## src/rtl/core/sha1md_pkg.sv

```systemverilog
// ----------------------------------------------------------------------------
// sha1md_pkg
// Shared types and constants of the SHA-1 message digest core.
// ----------------------------------------------------------------------------
package sha1md_pkg;

  localparam int QUEUE_DEPTH  = 4;
  localparam int QPTR_W       = $clog2(QUEUE_DEPTH);
  localparam int QCNT_W       = $clog2(QUEUE_DEPTH + 1);
  localparam int DIGEST_WORDS = 5;
  localparam int BLOCK_WORDS  = 16;
  localparam int IDX_W        = $clog2(DIGEST_WORDS);

  localparam logic [31:0] INIT_WORDS [DIGEST_WORDS] = '{
    32'h67452301, 32'hefcdab89, 32'h98badcfe, 32'h10325476, 32'hc3d2e1f0
  };

  localparam logic [31:0] K_ROUND0 = 32'h5a827999;
  localparam logic [31:0] K_ROUND1 = 32'h6ed9eba1;
  localparam logic [31:0] K_ROUND2 = 32'h8f1bbcdc;
  localparam logic [31:0] K_ROUND3 = 32'hca62c1d6;

  localparam logic [7:0] PAD_BYTE  = 8'h80;
  localparam logic [5:0] PAD_LIMIT = 6'd56;

  typedef struct packed {
    logic [7:0] data_byte;
    logic       byte_present;
    logic       end_of_message;
  } entry_t;

  typedef struct packed {
    logic   valid;
    entry_t entry;
  } item_t;

  typedef struct packed {
    logic              full;
    logic [QCNT_W-1:0] count;
  } qstat_t;

endpackage

```

## src/rtl/core/sha1_message_digest_core.sv

```systemverilog
// ----------------------------------------------------------------------------
// sha1_message_digest_core
// SHA-1 over a byte stream, five digest words out per message.
// ----------------------------------------------------------------------------
// Usage:
//   msg channel: one byte per transfer (byte_present), end_of_message closes
//   the message; an item with neither is dropped. A four-entry queue sits in
//   front of the engine, so msg_ready falls only when that queue is full.
//   digest channel: five transfers per message, word_index 0 to 4, last_word
//   on the fifth. While the receiver stalls the word is held and the engine
//   waits; the queue keeps taking bytes until it fills.
// Timing:
//   The engine absorbs one byte per cycle while it is idle; each full 64-byte
//   block then runs the 80 rounds in the single round unit and the chaining
//   add, and no bytes are taken from the queue until that is done.
//   After end_of_message, padding is written one byte per cycle up to the
//   block end (one or two more compressions), then the digest words follow,
//   one per cycle when not stalled.
// Reset: rst clears the queue and loads the initial hash words; no clearing
//   pass is needed and the block is ready in the next cycle.
// ----------------------------------------------------------------------------
module sha1_message_digest_core (
  input  logic                          clk,
  input  logic                          rst,
  input  logic                          msg_valid,
  output logic                          msg_ready,
  input  logic [7:0]                    data_byte,
  input  logic                          byte_present,
  input  logic                          end_of_message,
  output logic                          digest_valid,
  input  logic                          digest_ready,
  output logic [31:0]                   digest_word,
  output logic [sha1md_pkg::IDX_W-1:0]  word_index,
  output logic                          last_word
);
  import sha1md_pkg::*;

  item_t  push;
  item_t  head;
  qstat_t stat;
  logic   pop;

  sha1md_front u_front (
    .msg_valid      (msg_valid),
    .msg_ready      (msg_ready),
    .data_byte      (data_byte),
    .byte_present   (byte_present),
    .end_of_message (end_of_message),
    .stat           (stat),
    .push           (push)
  );

  sha1md_queue u_queue (
    .clk  (clk),
    .rst  (rst),
    .push (push),
    .pop  (pop),
    .head (head),
    .stat (stat)
  );

  sha1md_back u_back (
    .clk          (clk),
    .rst          (rst),
    .head         (head),
    .pop          (pop),
    .digest_valid (digest_valid),
    .digest_ready (digest_ready),
    .digest_word  (digest_word),
    .word_index   (word_index),
    .last_word    (last_word)
  );

  // queue occupancy stays within its depth
  a_queue_bound : assert property (@(posedge clk) disable iff (rst)
    stat.count <= QCNT_W'(QUEUE_DEPTH))
    else $error("queue occupancy beyond depth");

  // digest words leave in order, one index per transfer
  a_word_advance : assert property (@(posedge clk) disable iff (rst)
    digest_valid && digest_ready && !last_word |=>
      digest_valid && (word_index == $past(word_index) + 1'b1))
    else $error("digest word index did not advance");

  // the final word ends the digest
  a_last_ends : assert property (@(posedge clk) disable iff (rst)
    digest_valid && digest_ready && last_word |=> !digest_valid)
    else $error("digest output continued past the last word");

  // nothing is popped while the digest is being delivered
  a_no_pop_out : assert property (@(posedge clk) disable iff (rst)
    digest_valid |-> !pop)
    else $error("queue popped during digest output");

endmodule

```

## src/rtl/core/sha1md_front.sv

```systemverilog
// ----------------------------------------------------------------------------
// sha1md_front
// Input side: takes message items and queues those that carry work.
// ----------------------------------------------------------------------------
module sha1md_front (
  input  logic                msg_valid,
  output logic                msg_ready,
  input  logic [7:0]          data_byte,
  input  logic                byte_present,
  input  logic                end_of_message,
  input  sha1md_pkg::qstat_t  stat,
  output sha1md_pkg::item_t   push
);
  import sha1md_pkg::*;

  assign msg_ready = !stat.full;

  // drop items with neither a byte nor an end mark: they change nothing
  always_comb begin
    push.valid                = msg_valid && msg_ready && (byte_present || end_of_message);
    push.entry.data_byte      = data_byte;
    push.entry.byte_present   = byte_present;
    push.entry.end_of_message = end_of_message;
  end

endmodule

```

## src/rtl/core/sha1md_queue.sv

```systemverilog
// ----------------------------------------------------------------------------
// sha1md_queue
// Short FIFO between the input side and the hashing engine.
// ----------------------------------------------------------------------------
module sha1md_queue (
  input  logic               clk,
  input  logic               rst,
  input  sha1md_pkg::item_t  push,
  input  logic               pop,
  output sha1md_pkg::item_t  head,
  output sha1md_pkg::qstat_t stat
);
  import sha1md_pkg::*;

  entry_t            slots [QUEUE_DEPTH];
  logic [QPTR_W-1:0] wr_ptr;
  logic [QPTR_W-1:0] rd_ptr;
  logic [QCNT_W-1:0] count;
  logic              do_push;
  logic              do_pop;

  assign stat.full  = (count == QCNT_W'(QUEUE_DEPTH));
  assign stat.count = count;
  assign head.valid = (count != '0);
  assign head.entry = slots[rd_ptr];

  assign do_push = push.valid && !stat.full;
  assign do_pop  = pop && head.valid;

  always_ff @(posedge clk) begin
    if (rst) begin
      wr_ptr <= '0;
      rd_ptr <= '0;
      count  <= '0;
    end else begin
      if (do_push) begin
        wr_ptr <= (wr_ptr == QPTR_W'(QUEUE_DEPTH - 1)) ? '0 : wr_ptr + 1'b1;
      end
      if (do_pop) begin
        rd_ptr <= (rd_ptr == QPTR_W'(QUEUE_DEPTH - 1)) ? '0 : rd_ptr + 1'b1;
      end
      case ({do_push, do_pop})
        2'b10:   count <= count + 1'b1;
        2'b01:   count <= count - 1'b1;
        default: count <= count;
      endcase
    end
  end

  always_ff @(posedge clk) begin
    if (do_push) begin
      slots[wr_ptr] <= push.entry;
    end
  end

endmodule

```

## src/rtl/core/sha1md_back.sv

```systemverilog
// ----------------------------------------------------------------------------
// sha1md_back
// Hashing engine: byte packing, padding, 80-round compression and digest out.
// ----------------------------------------------------------------------------
module sha1md_back (
  input  logic                          clk,
  input  logic                          rst,
  input  sha1md_pkg::item_t             head,
  output logic                          pop,
  output logic                          digest_valid,
  input  logic                          digest_ready,
  output logic [31:0]                   digest_word,
  output logic [sha1md_pkg::IDX_W-1:0]  word_index,
  output logic                          last_word
);
  import sha1md_pkg::*;

  typedef enum logic [4:0] {
    S_IDLE  = 5'b00001,
    S_PAD   = 5'b00010,
    S_ROUND = 5'b00100,
    S_ADD   = 5'b01000,
    S_OUT   = 5'b10000
  } state_t;

  localparam logic [6:0] RND_STAGE1 = 7'd20;
  localparam logic [6:0] RND_STAGE2 = 7'd40;
  localparam logic [6:0] RND_STAGE3 = 7'd60;
  localparam logic [6:0] RND_LAST   = 7'd79;
  localparam logic [5:0] FILL_LAST  = 6'd63;

  state_t      state;
  state_t      state_next;
  logic [5:0]  fill;
  logic [63:0] byte_count;
  logic [31:8] partial;
  logic [31:0] sched [BLOCK_WORDS];
  logic [31:0] chain [DIGEST_WORDS];
  logic [31:0] a, b, c, d, e;
  logic [6:0]  rnd;
  logic        pend_eom;
  logic        in_pad;
  logic        pad_first;
  logic        pad_wrap;
  logic        len_done;
  logic [IDX_W-1:0] out_idx;

  logic        ins_en;
  logic [7:0]  ins_byte;
  logic        full;
  logic        pad_len_sel;
  logic [63:0] bit_len;
  logic [7:0]  len_byte;
  logic [7:0]  pad_byte;
  logic        shift_en;
  logic [31:0] shift_word;
  logic [31:0] f;
  logic [31:0] k;
  logic [31:0] sched_mix;
  logic [31:0] t;
  logic        out_done;

  assign pop = (state == S_IDLE) && head.valid;

  // padding byte selection
  assign bit_len     = {byte_count[60:0], 3'b000};
  assign len_byte    = bit_len[{~fill[2:0], 3'b000} +: 8];
  assign pad_len_sel = !pad_first && !pad_wrap && (fill >= PAD_LIMIT);
  assign pad_byte    = pad_first ? PAD_BYTE : (pad_len_sel ? len_byte : 8'h00);

  always_comb begin
    ins_en   = 1'b0;
    ins_byte = head.entry.data_byte;
    if (state == S_IDLE) begin
      ins_en = pop && head.entry.byte_present;
    end else if (state == S_PAD) begin
      ins_en   = 1'b1;
      ins_byte = pad_byte;
    end
  end

  assign full = ins_en && (fill == FILL_LAST);

  // round function
  always_comb begin
    if (rnd < RND_STAGE1) begin
      f = (b & c) | (~b & d);
      k = K_ROUND0;
    end else if (rnd < RND_STAGE2) begin
      f = b ^ c ^ d;
      k = K_ROUND1;
    end else if (rnd < RND_STAGE3) begin
      f = (b & c) | (b & d) | (c & d);
      k = K_ROUND2;
    end else begin
      f = b ^ c ^ d;
      k = K_ROUND3;
    end
  end

  assign sched_mix = sched[13] ^ sched[8] ^ sched[2] ^ sched[0];
  assign t = {a[26:0], a[31:27]} + f + e + k + sched[0];

  // the schedule window advances on each packed word and on each round
  always_comb begin
    shift_en   = 1'b0;
    shift_word = {partial[31:8], ins_byte};
    if (state == S_ROUND) begin
      shift_en   = 1'b1;
      shift_word = {sched_mix[30:0], sched_mix[31]};
    end else if (ins_en && (fill[1:0] == 2'd3)) begin
      shift_en = 1'b1;
    end
  end

  assign out_done = digest_ready && (out_idx == IDX_W'(DIGEST_WORDS - 1));

  always_comb begin
    state_next = state;
    unique case (state)
      S_IDLE: begin
        if (pop) begin
          if (full) begin
            state_next = S_ROUND;
          end else if (head.entry.end_of_message) begin
            state_next = S_PAD;
          end
        end
      end
      S_PAD: begin
        if (full) begin
          state_next = S_ROUND;
        end
      end
      S_ROUND: begin
        if (rnd == RND_LAST) begin
          state_next = S_ADD;
        end
      end
      S_ADD: begin
        if (len_done) begin
          state_next = S_OUT;
        end else if (in_pad || pend_eom) begin
          state_next = S_PAD;
        end else begin
          state_next = S_IDLE;
        end
      end
      S_OUT: begin
        if (out_done) begin
          state_next = S_IDLE;
        end
      end
      default: state_next = S_IDLE;
    endcase
  end

  always_ff @(posedge clk) begin
    if (rst) begin
      state      <= S_IDLE;
      fill       <= '0;
      byte_count <= '0;
      rnd        <= '0;
      pend_eom   <= 1'b0;
      in_pad     <= 1'b0;
      pad_first  <= 1'b0;
      pad_wrap   <= 1'b0;
      len_done   <= 1'b0;
      out_idx    <= '0;
      for (int i = 0; i < DIGEST_WORDS; i++) begin
        chain[i] <= INIT_WORDS[i];
      end
    end else begin
      state <= state_next;
      if (ins_en) begin
        fill <= fill + 1'b1;
      end
      if (pop && head.entry.byte_present) begin
        byte_count <= byte_count + 64'd1;
      end
      unique case (state)
        S_IDLE: begin
          if (pop) begin
            pend_eom <= head.entry.end_of_message;
            if (!full && head.entry.end_of_message) begin
              in_pad    <= 1'b1;
              pad_first <= 1'b1;
            end
          end
        end
        S_PAD: begin
          pad_first <= 1'b0;
          // a mark too late for the length forces an extra block of zeros and the length
          if (full) begin
            pad_wrap <= 1'b0;
          end else if (pad_first) begin
            pad_wrap <= (fill >= PAD_LIMIT);
          end
          if (full && pad_len_sel) begin
            len_done <= 1'b1;
          end
        end
        S_ROUND: begin
          rnd <= (rnd == RND_LAST) ? '0 : rnd + 1'b1;
        end
        S_ADD: begin
          chain[0] <= chain[0] + a;
          chain[1] <= chain[1] + b;
          chain[2] <= chain[2] + c;
          chain[3] <= chain[3] + d;
          chain[4] <= chain[4] + e;
          if (!in_pad && pend_eom) begin
            in_pad    <= 1'b1;
            pad_first <= 1'b1;
          end
          pend_eom <= 1'b0;
        end
        S_OUT: begin
          if (out_done) begin
            // re-initialise for the next message
            out_idx    <= '0;
            byte_count <= '0;
            in_pad     <= 1'b0;
            len_done   <= 1'b0;
            for (int i = 0; i < DIGEST_WORDS; i++) begin
              chain[i] <= INIT_WORDS[i];
            end
          end else if (digest_ready) begin
            out_idx <= out_idx + 1'b1;
          end
        end
        default: begin
        end
      endcase
    end
  end

  always_ff @(posedge clk) begin
    // the last byte of a word goes straight into the window
    if (ins_en) begin
      case (fill[1:0])
        2'd0:    partial[31:24] <= ins_byte;
        2'd1:    partial[23:16] <= ins_byte;
        2'd2:    partial[15:8]  <= ins_byte;
        default: begin
        end
      endcase
    end
    if (shift_en) begin
      for (int i = 0; i < BLOCK_WORDS - 1; i++) begin
        sched[i] <= sched[i + 1];
      end
      sched[BLOCK_WORDS - 1] <= shift_word;
    end
    if (full) begin
      a <= chain[0];
      b <= chain[1];
      c <= chain[2];
      d <= chain[3];
      e <= chain[4];
    end else if (state == S_ROUND) begin
      a <= t;
      b <= a;
      c <= {b[1:0], b[31:2]};
      d <= c;
      e <= d;
    end
  end

  assign digest_valid = (state == S_OUT);
  assign digest_word  = chain[out_idx];
  assign word_index   = out_idx;
  assign last_word    = (out_idx == IDX_W'(DIGEST_WORDS - 1));

endmodule

```

## config.mk

```make
export PLATFORM = sky130hd
export DESIGN_NAME = sha1_message_digest_core
export DESIGN_NICKNAME = d
export VERILOG_FILES = /design/src/rtl/core/sha1md_pkg.sv /design/src/rtl/core/sha1_message_digest_core.sv /design/src/rtl/core/sha1md_front.sv /design/src/rtl/core/sha1md_queue.sv /design/src/rtl/core/sha1md_back.sv
export SDC_FILE = /design/constraint.sdc
export NUM_CORES = 2
export LEC_CHECK = 0
export ABC_AREA = 1
export ABC_CLOCK_PERIOD_IN_PS = 17800
export BUFFER_PORTS_ARGS = -buffer_cell sky130_fd_sc_hd__buf_2
export CAP_MARGIN = 20
export CELL_PAD_IN_SITES_DETAIL_PLACEMENT = 0
export CELL_PAD_IN_SITES_GLOBAL_PLACEMENT = 2
export CORE_MARGIN = 4
export CORE_UTILIZATION = 40
export CTS_BUF_LIST = sky130_fd_sc_hd__clkbuf_16
export CTS_CLUSTER_SIZE = 10
export DETAILED_ROUTE_END_ITERATION = 16
export GPL_TIMING_DRIVEN = 0
export PLACE_DENSITY_LB_ADDON = 0.1
export SYNTH_ARGS = -nofsm -noshare
export SYNTH_HDL_FRONTEND = slang
export SYNTH_SLANG_ARGS = --single-unit
```

## constraint.sdc

```tcl
create_clock -name clk -period 17.8 [get_ports clk]
set_input_delay 0 -clock clk [delete_from_list [all_inputs] [get_ports clk]]
set_output_delay 0 -clock clk [all_outputs]
set_load 0.01 [all_outputs]
```

Word-level counts from Yosys, hierarchy flattened
Memories as Yosys holds them, arrays and structs flattened. A register that Yosys moved wholly into a read port is not among the register bits.
Index checks and enable logic that the tools add are counted.
{ "op_classes": {"add_sub_neg": 17, "magnitude_cmp": 4, "eq_ne": 24, "shifts": 1, "n_mux": 82, "bitwise": 24, "reduce_logical": 41} }
{ "ops": {"columns": ["cell", "count"], "rows": [
  ["$mux W32", 26],
  ["$add A32 B32 Y32", 9],
  ["$mux W64", 3],
  ["$xor A32 B32 Y32", 5],
  ["$and A32 B32 Y32", 4],
  ["$or A32 B32 Y32", 3],
  ["$add A64 B1 Y64 const B", 1],
  ["$shiftx A64 B7 Y8", 1],
  ["$mux W5", 7],
  ["$mux W8", 4],
  ["$not A32 Y32", 1],
  ["$mux W31", 1],
  ["$mux W1", 25],
  ["$pmux W5 S5", 1],
  ["$logic_and A1 B1 Y1", 14],
  ["$lt A7 B6 Y1 const B", 2],
  ["$mux W3", 4],
  ["$reduce_and A2 Y1", 6],
  ["$reduce_bool A2 Y1", 6],
  ["$eq A2 B2 Y1 const B", 5],
  ["$mux W2", 5],
  ["$ne A2 B1 Y1 const B", 5],
  ["$or A1 B1 Y1", 10],
  ["$reduce_and A5 Y1", 2],
  ["other kinds (29)", 43]
]} }
{ "word_totals": {"regBits": 281, "ram_bits": 712, "input_bits": 14, "out_inout_bits": 38, "word_cells": 217, "mem_count": 3} }
{ "memory_table": {"columns": ["name", "words", "word_bits", "rd", "rd_ports_with_merged_regs", "wr", "line", "source"], "rows": [
  ["u_back.sched", 16, 32, 16, 0, 16, "sha1md_back.sv:37", "logic [31:0] sched [BLOCK_WORDS];"],
  ["u_back.chain", 5, 32, 6, 1, 5, "sha1md_back.sv:38", "logic [31:0] chain [DIGEST_WORDS];"],
  ["u_queue.slots", 4, 10, 1, 1, 1, "sha1md_queue.sv:15", "entry_t slots [QUEUE_DEPTH];"]
]} }

Longest topological paths before layout
{ "depth": {"ltp_word": 12, "mapped_depth": 26, "depth_no_buf": 25} }

Hierarchy
Synthesis repeated with hierarchy kept, for this count alone.
{ "hier_totals": {"cells_unflattened": 5661, "area_unflattened_um2": 54283.3} }
{ "by_module_without_submodules": {"columns": ["mod", "n_inst", "cells_each", "area_each_um2", "seq_area_each_um2"], "rows": [
  ["sha1md_back", 1, 5479, 52203.8, 27506.4],
  ["sha1md_queue", 1, 168, 1989.4, 1381.3],
  ["sha1md_front", 1, 14, 90.1, 0.0]
]} }

Least setup slack after synthesis
OpenSTA, ideal clock, no wires.
{ "synth_path": {"path_type": "register to register", "from": "reg u_back.state[1]", "to": "mem u_back.sched[0][0] (enable)", "setup_time_ns": 3.647, "t_arrival_ns": 9.491, "required_ns": 14.153, "path_slack_ns": 4.662, "path_stages_with_launch": 6, "path_buffers": 2, "period_less_slack_ns": 13.138, "path_cell_list": "dfxtp_1 nor2_1 nand4_1 clkbuf_1 clkbuf_1 nand2_1"} }
{ "synth_lines": {"columns": ["item", "line", "source"], "rows": [
  ["from (decl)", "sha1md_back.sv:32", "state_t state;"],
  ["from (signal assigned)", "sha1md_back.sv:174", "state <= state_next;"],
  ["to (decl)", "sha1md_back.sv:37", null]
]} }

Final worst setup path
{ "layout_path": {"from": "reg u_back.rnd[6]", "to": "reg u_back.a[30] (data pin)"} }
{ "layout_via": {"elab_chain_cells": 10, "word_cells_on_any_way": 15, "cone_classes": "add/sub: 4; order compare: 3; mux: 8"} }
{ "layout_lines": {"columns": ["item", "line", "source"], "rows": [
  ["from (decl)", "sha1md_back.sv:40", "logic [6:0] rnd;"],
  ["from (signal assigned)", "sha1md_back.sv:204", "rnd <= (rnd == RND_LAST) ? '0 : rnd + 1'b1;"],
  ["$lt A7 B6 Y1", "sha1md_back.sv:92", "end else if (rnd < RND_STAGE3) begin"],
  ["$mux W32", "sha1md_back.sv:92", null],
  ["$mux W32", "sha1md_back.sv:89", "end else if (rnd < RND_STAGE2) begin"],
  ["$mux W32", "sha1md_back.sv:86", "if (rnd < RND_STAGE1) begin"],
  ["$add A32 B32 Y32 (2 in a row)", "sha1md_back.sv:102", "assign t = {a[26:0], a[31:27]} + f + e + k + sched[0];"],
  ["$add A32 B32 Y32 (*) (2 in a row)", "sha1md_back.sv:102", null],
  ["$mux W32 (*)", "sha1md_back.sv:261", "end else if (state == S_ROUND) begin"],
  ["$mux W32 (*)", "sha1md_back.sv:255", "if (full) begin"],
  ["to (signal assigned)", "sha1md_back.sv:256", "a <= chain[0];"],
  ["to (signal assigned)", "sha1md_back.sv:262", "a <= t;"],
  ["to (decl)", "sha1md_back.sv:39", "logic [31:0] a, b, c, d, e;"]
]} }
Mark *: on every way between the ends. The rest lies on a longest branch, timed or not. The select of a mux whose other input is x is not followed.
A chain may end at the register's enable or synchronous reset.

==> results.cfg <==
[timing]
clock.fmax_ghz = 0.156
post-route-period-util_pct = 36.1
finalClockSkew_ns = 0.101
timing_worst_slew_pin_value_ns = 1.14
rsz0062_at_grt = no
slew_headroom_pct = 24.3
hold_ws_ns = 0.249
fin_crit_ns = 6.42
maxSlewViolCount = 0
hold_viol = 0
setup_viol = 0

[route]
route.detailed.drc = 0
drt-initial-drc-count = 4275
ant_nets = 0
wirelength_um = 198000
routed-via-count = 42025
wire_per_inst_um = 25.3
firstDrtPassIters = 8
vias_per_cell = 5.36

[synth]
synth_top_cell_by_area = edfxtp_1
synth.most_common_cell = nand2_1
synth.top_cell.area_share_pct = 49.3
syn_inst = 5770
synth_edf_count = 896
synth.avg_cell_area_sq_um = 9.47
async_flop_share_pct = 0
synth-main-ff-cell = edfxtp_1
ys_ff_latch = 995
ys_types = 54
yosys-top-cells-count = nand2_1 (1223), edfxtp_1 (896), inv_1 (745), nor2_1 (581), a21oi_1 (398)
yosysWarnings = 0
yosys-top-cells-area = edfxtp_1 (49%), nand2_1 (8.4%), ha_1 (5.4%)
ys_seq_area_share_pct = 52.9
synth.cell_area_sq_mm = 0.0546
synthesis.nets = 6143

[critical_path]
r2r_end = u_back.a[30]
critPathMaxFanout = 10
r2r_slack_ns = 11.38
critPathArrivalTime_ns = 6.88
cp-end-kind = flop
critical_path_class = reg2reg
critPathRequiredTime_ns = 18.26
crit_path_start_kind = flop
reg2regPathDepth = 24
r2r_start = u_back.rnd[6]

[clocking]
cts_buffers = 118
cts_setup_buffers = 0
root_buffer = clkbuf_16
cts.sinks = 995
clk_path_buf_depth = 3
hold_buffers = 23
ctsHtreeMaxLevel = 3
cts_resized = 0
cts.clk_slew.worst_paths_ns = 0.06
clock_latency_ns = 0.81
cts_tree = done

[floorplan]
pin_count = 52
die_x_um = 378
dieArea_sq_mm = 0.143
rows = 135
die-height_um = 378
core_area_sq_mm = 0.136
start_util_pct = 40.3

[grt]
grt_pass1_wl_um = 285000
grt_pass1_vias = 40822
gr-total-overflow = 0
grt_max_degree = 77
antenna_found_initial = 8
grtUsageTotal_pct = 27.7

[pwr]
power_leakage_nw = 23.8
p_per_area_mw_per_mm2 = 91.1
vdd_drop_max_uv = 96.4

[flow_run]
drv_cap = 0

[placement]
port_buffers = 51
place_hpwl_um = 159000
place_area_sq_mm = 0.0575
finalWeightedCongestion = 0.953

[min_path]
hold_path_startpoint = digest_ready
whs_path_depth = 6
hold_end = u_back.word_index[0]
hp-class = in2reg

[cells_and_area]
num-fill-cells = 13168
drive_above_1_share_pct = 5.54
design_area_sq_mm = 0.0613
synthToLayoutAreaGrowth_pct = 12.3
finalNetCount = 6354

[outcome]
status = completed
==> state kept, by name, indices dropped and copies added (netlist names), 24 cells and up, named ones only <==
| name | count |
|---|---|
| u_back.sched | 512 |
| u_back.chain | 160 |
| u_back.byte_count | 61 |
| u_queue.slots | 40 |
| u_back.a | 32 |
| u_back.b | 32 |
| u_back.c | 32 |
| u_back.d | 32 |
| u_back.e | 32 |
| u_back.partial | 24 |
==> per-layer routing <==
metal	up-vias	routed length [um]	global-route usage [%]	part of all wire, %
met5	-	27	0	0.014
met4	4	8480	10.8	4.3
met3	304	12700	4.27	6.4
met2	1412	92200	45.3	46
met1	20302	85100	37.0	43
li1	20003	-	-	-
==> area by class of cell <==
cell class / count / area (sq um) / area share [%]
timing repair buffer: 91 / 898 / 1.46
clock buffer: 118 / 2950 / 4.81
inverter: 753 / 2830 / 4.61
buffer: 130 / 616 / 1.00
tap: 1781 / 2230 / 3.63
multi-input combinational: 3892 / 22300 / 36.4
antenna: 8 / 20.0 / 0.0326
clock inverter: 69 / 591 / 0.963
sequential: 995 / 28900 / 47.1
==> kinds of logic after synthesis <==
logic type	count (synthesis)	synth area share (%)
AO/OA/AOI/OAI	1063	10.8
XOR/XNOR	149	2.39
adder cells (fa/ha/maj)	359	9.94
buffers and inverters	883	6.30
flip-flops	995	52.9
AND/OR/NAND/NOR	2321	17.7
==> through the flow <==
stage	util [%]	power (mW)	setup slack (ns)	TNS [ns]	instances
floorplan	-	3.14	4.66	0	5770
global placement	42.1	3.40	-0.359	-156.76	7602
CTS	45.2	5.65	11.46	0	7829
finish	45.2	5.59	11.38	0	7837
detailed placement	42.4	3.38	11.49	0	7619
global route	45.2	5.82	10.94	0	7829
==> layout by cell type, fill, tap and decap left out, types with 23 or more instances in the layout <==
cell           synthesis  final
xnor2_1              106    106
nand4_1               58     58
dfxtp_1               99     99
edfxtp_1             896    896
clkbuf_1              61     61
ha_1                 234    234
o21bai_1              42     42
o21ai_0              377    377
fa_1                 125    125
buf_2                 38     90
dlygate4sd3_1          0     23
nand2_1             1223   1220
clkbuf_16              0    118
o21ai_1               25     25
inv_1                745    778
nand3_1              293    293
o211ai_1              42     42
o22ai_1               29     29
a31oi_1               51     51
o21a_1                32     32
nor3_1                67     67
or2_2                 29     29
nor2_1               581    581
xor2_1                43     43
a21oi_1              398    398
==> worst max path at each step <==
stage / depth (start not counted) / endpoint / from / slack [ns]
4_1_cts: 24 / u_back.a[30] / u_back.rnd[4] / 11.46
5_1_grt: 24 / u_back.a[30] / u_back.rnd[4] / 10.94
2_1_floorplan: 5 / u_back.sched[0][0] / u_back.state[1] / 4.66
3_3_place_gp: 5 / u_back.sched[0][73] / u_back.state[1] / -0.36
6_report: 24 / u_back.a[30] / u_back.rnd[6] / 11.38
3_5_place_dp: 23 / u_back.a[29] / u_back.rnd[4] / 11.49
==> critical path, cell delays in order (launching register included) <==
cell and delay, ns:
dfxtp_1 0.32, inv_1 0.13, nand2_1 0.10, nor2_2 0.58, inv_1 0.29, nand2_1 0.29, buf_2 0.34, o22ai_1 0.11
a21oi_1 0.41, fa_1 0.53, fa_1 0.52, inv_1 0.06, fa_1 0.51, inv_1 0.05, ha_1 0.35, nand2_1 0.13
nor2_1 0.26, nor3b_1 0.39, nand2_1 0.10, nand2_1 0.16, nand2_1 0.10, nand2_1 0.07, nand2_1 0.05, nand3_1 0.18
nand2_1 0.07
==> power breakdown <==
| part | internal (mW) | switching, mW |
|---|---|---|
| clock network | 1.26 | 0.996 |
| logic | 0.193 | 0.447 |
| registers | 2.62 | 0.0680 |
| total | 4.08 | 1.51 |
Power figures use the tool's default switching activity.
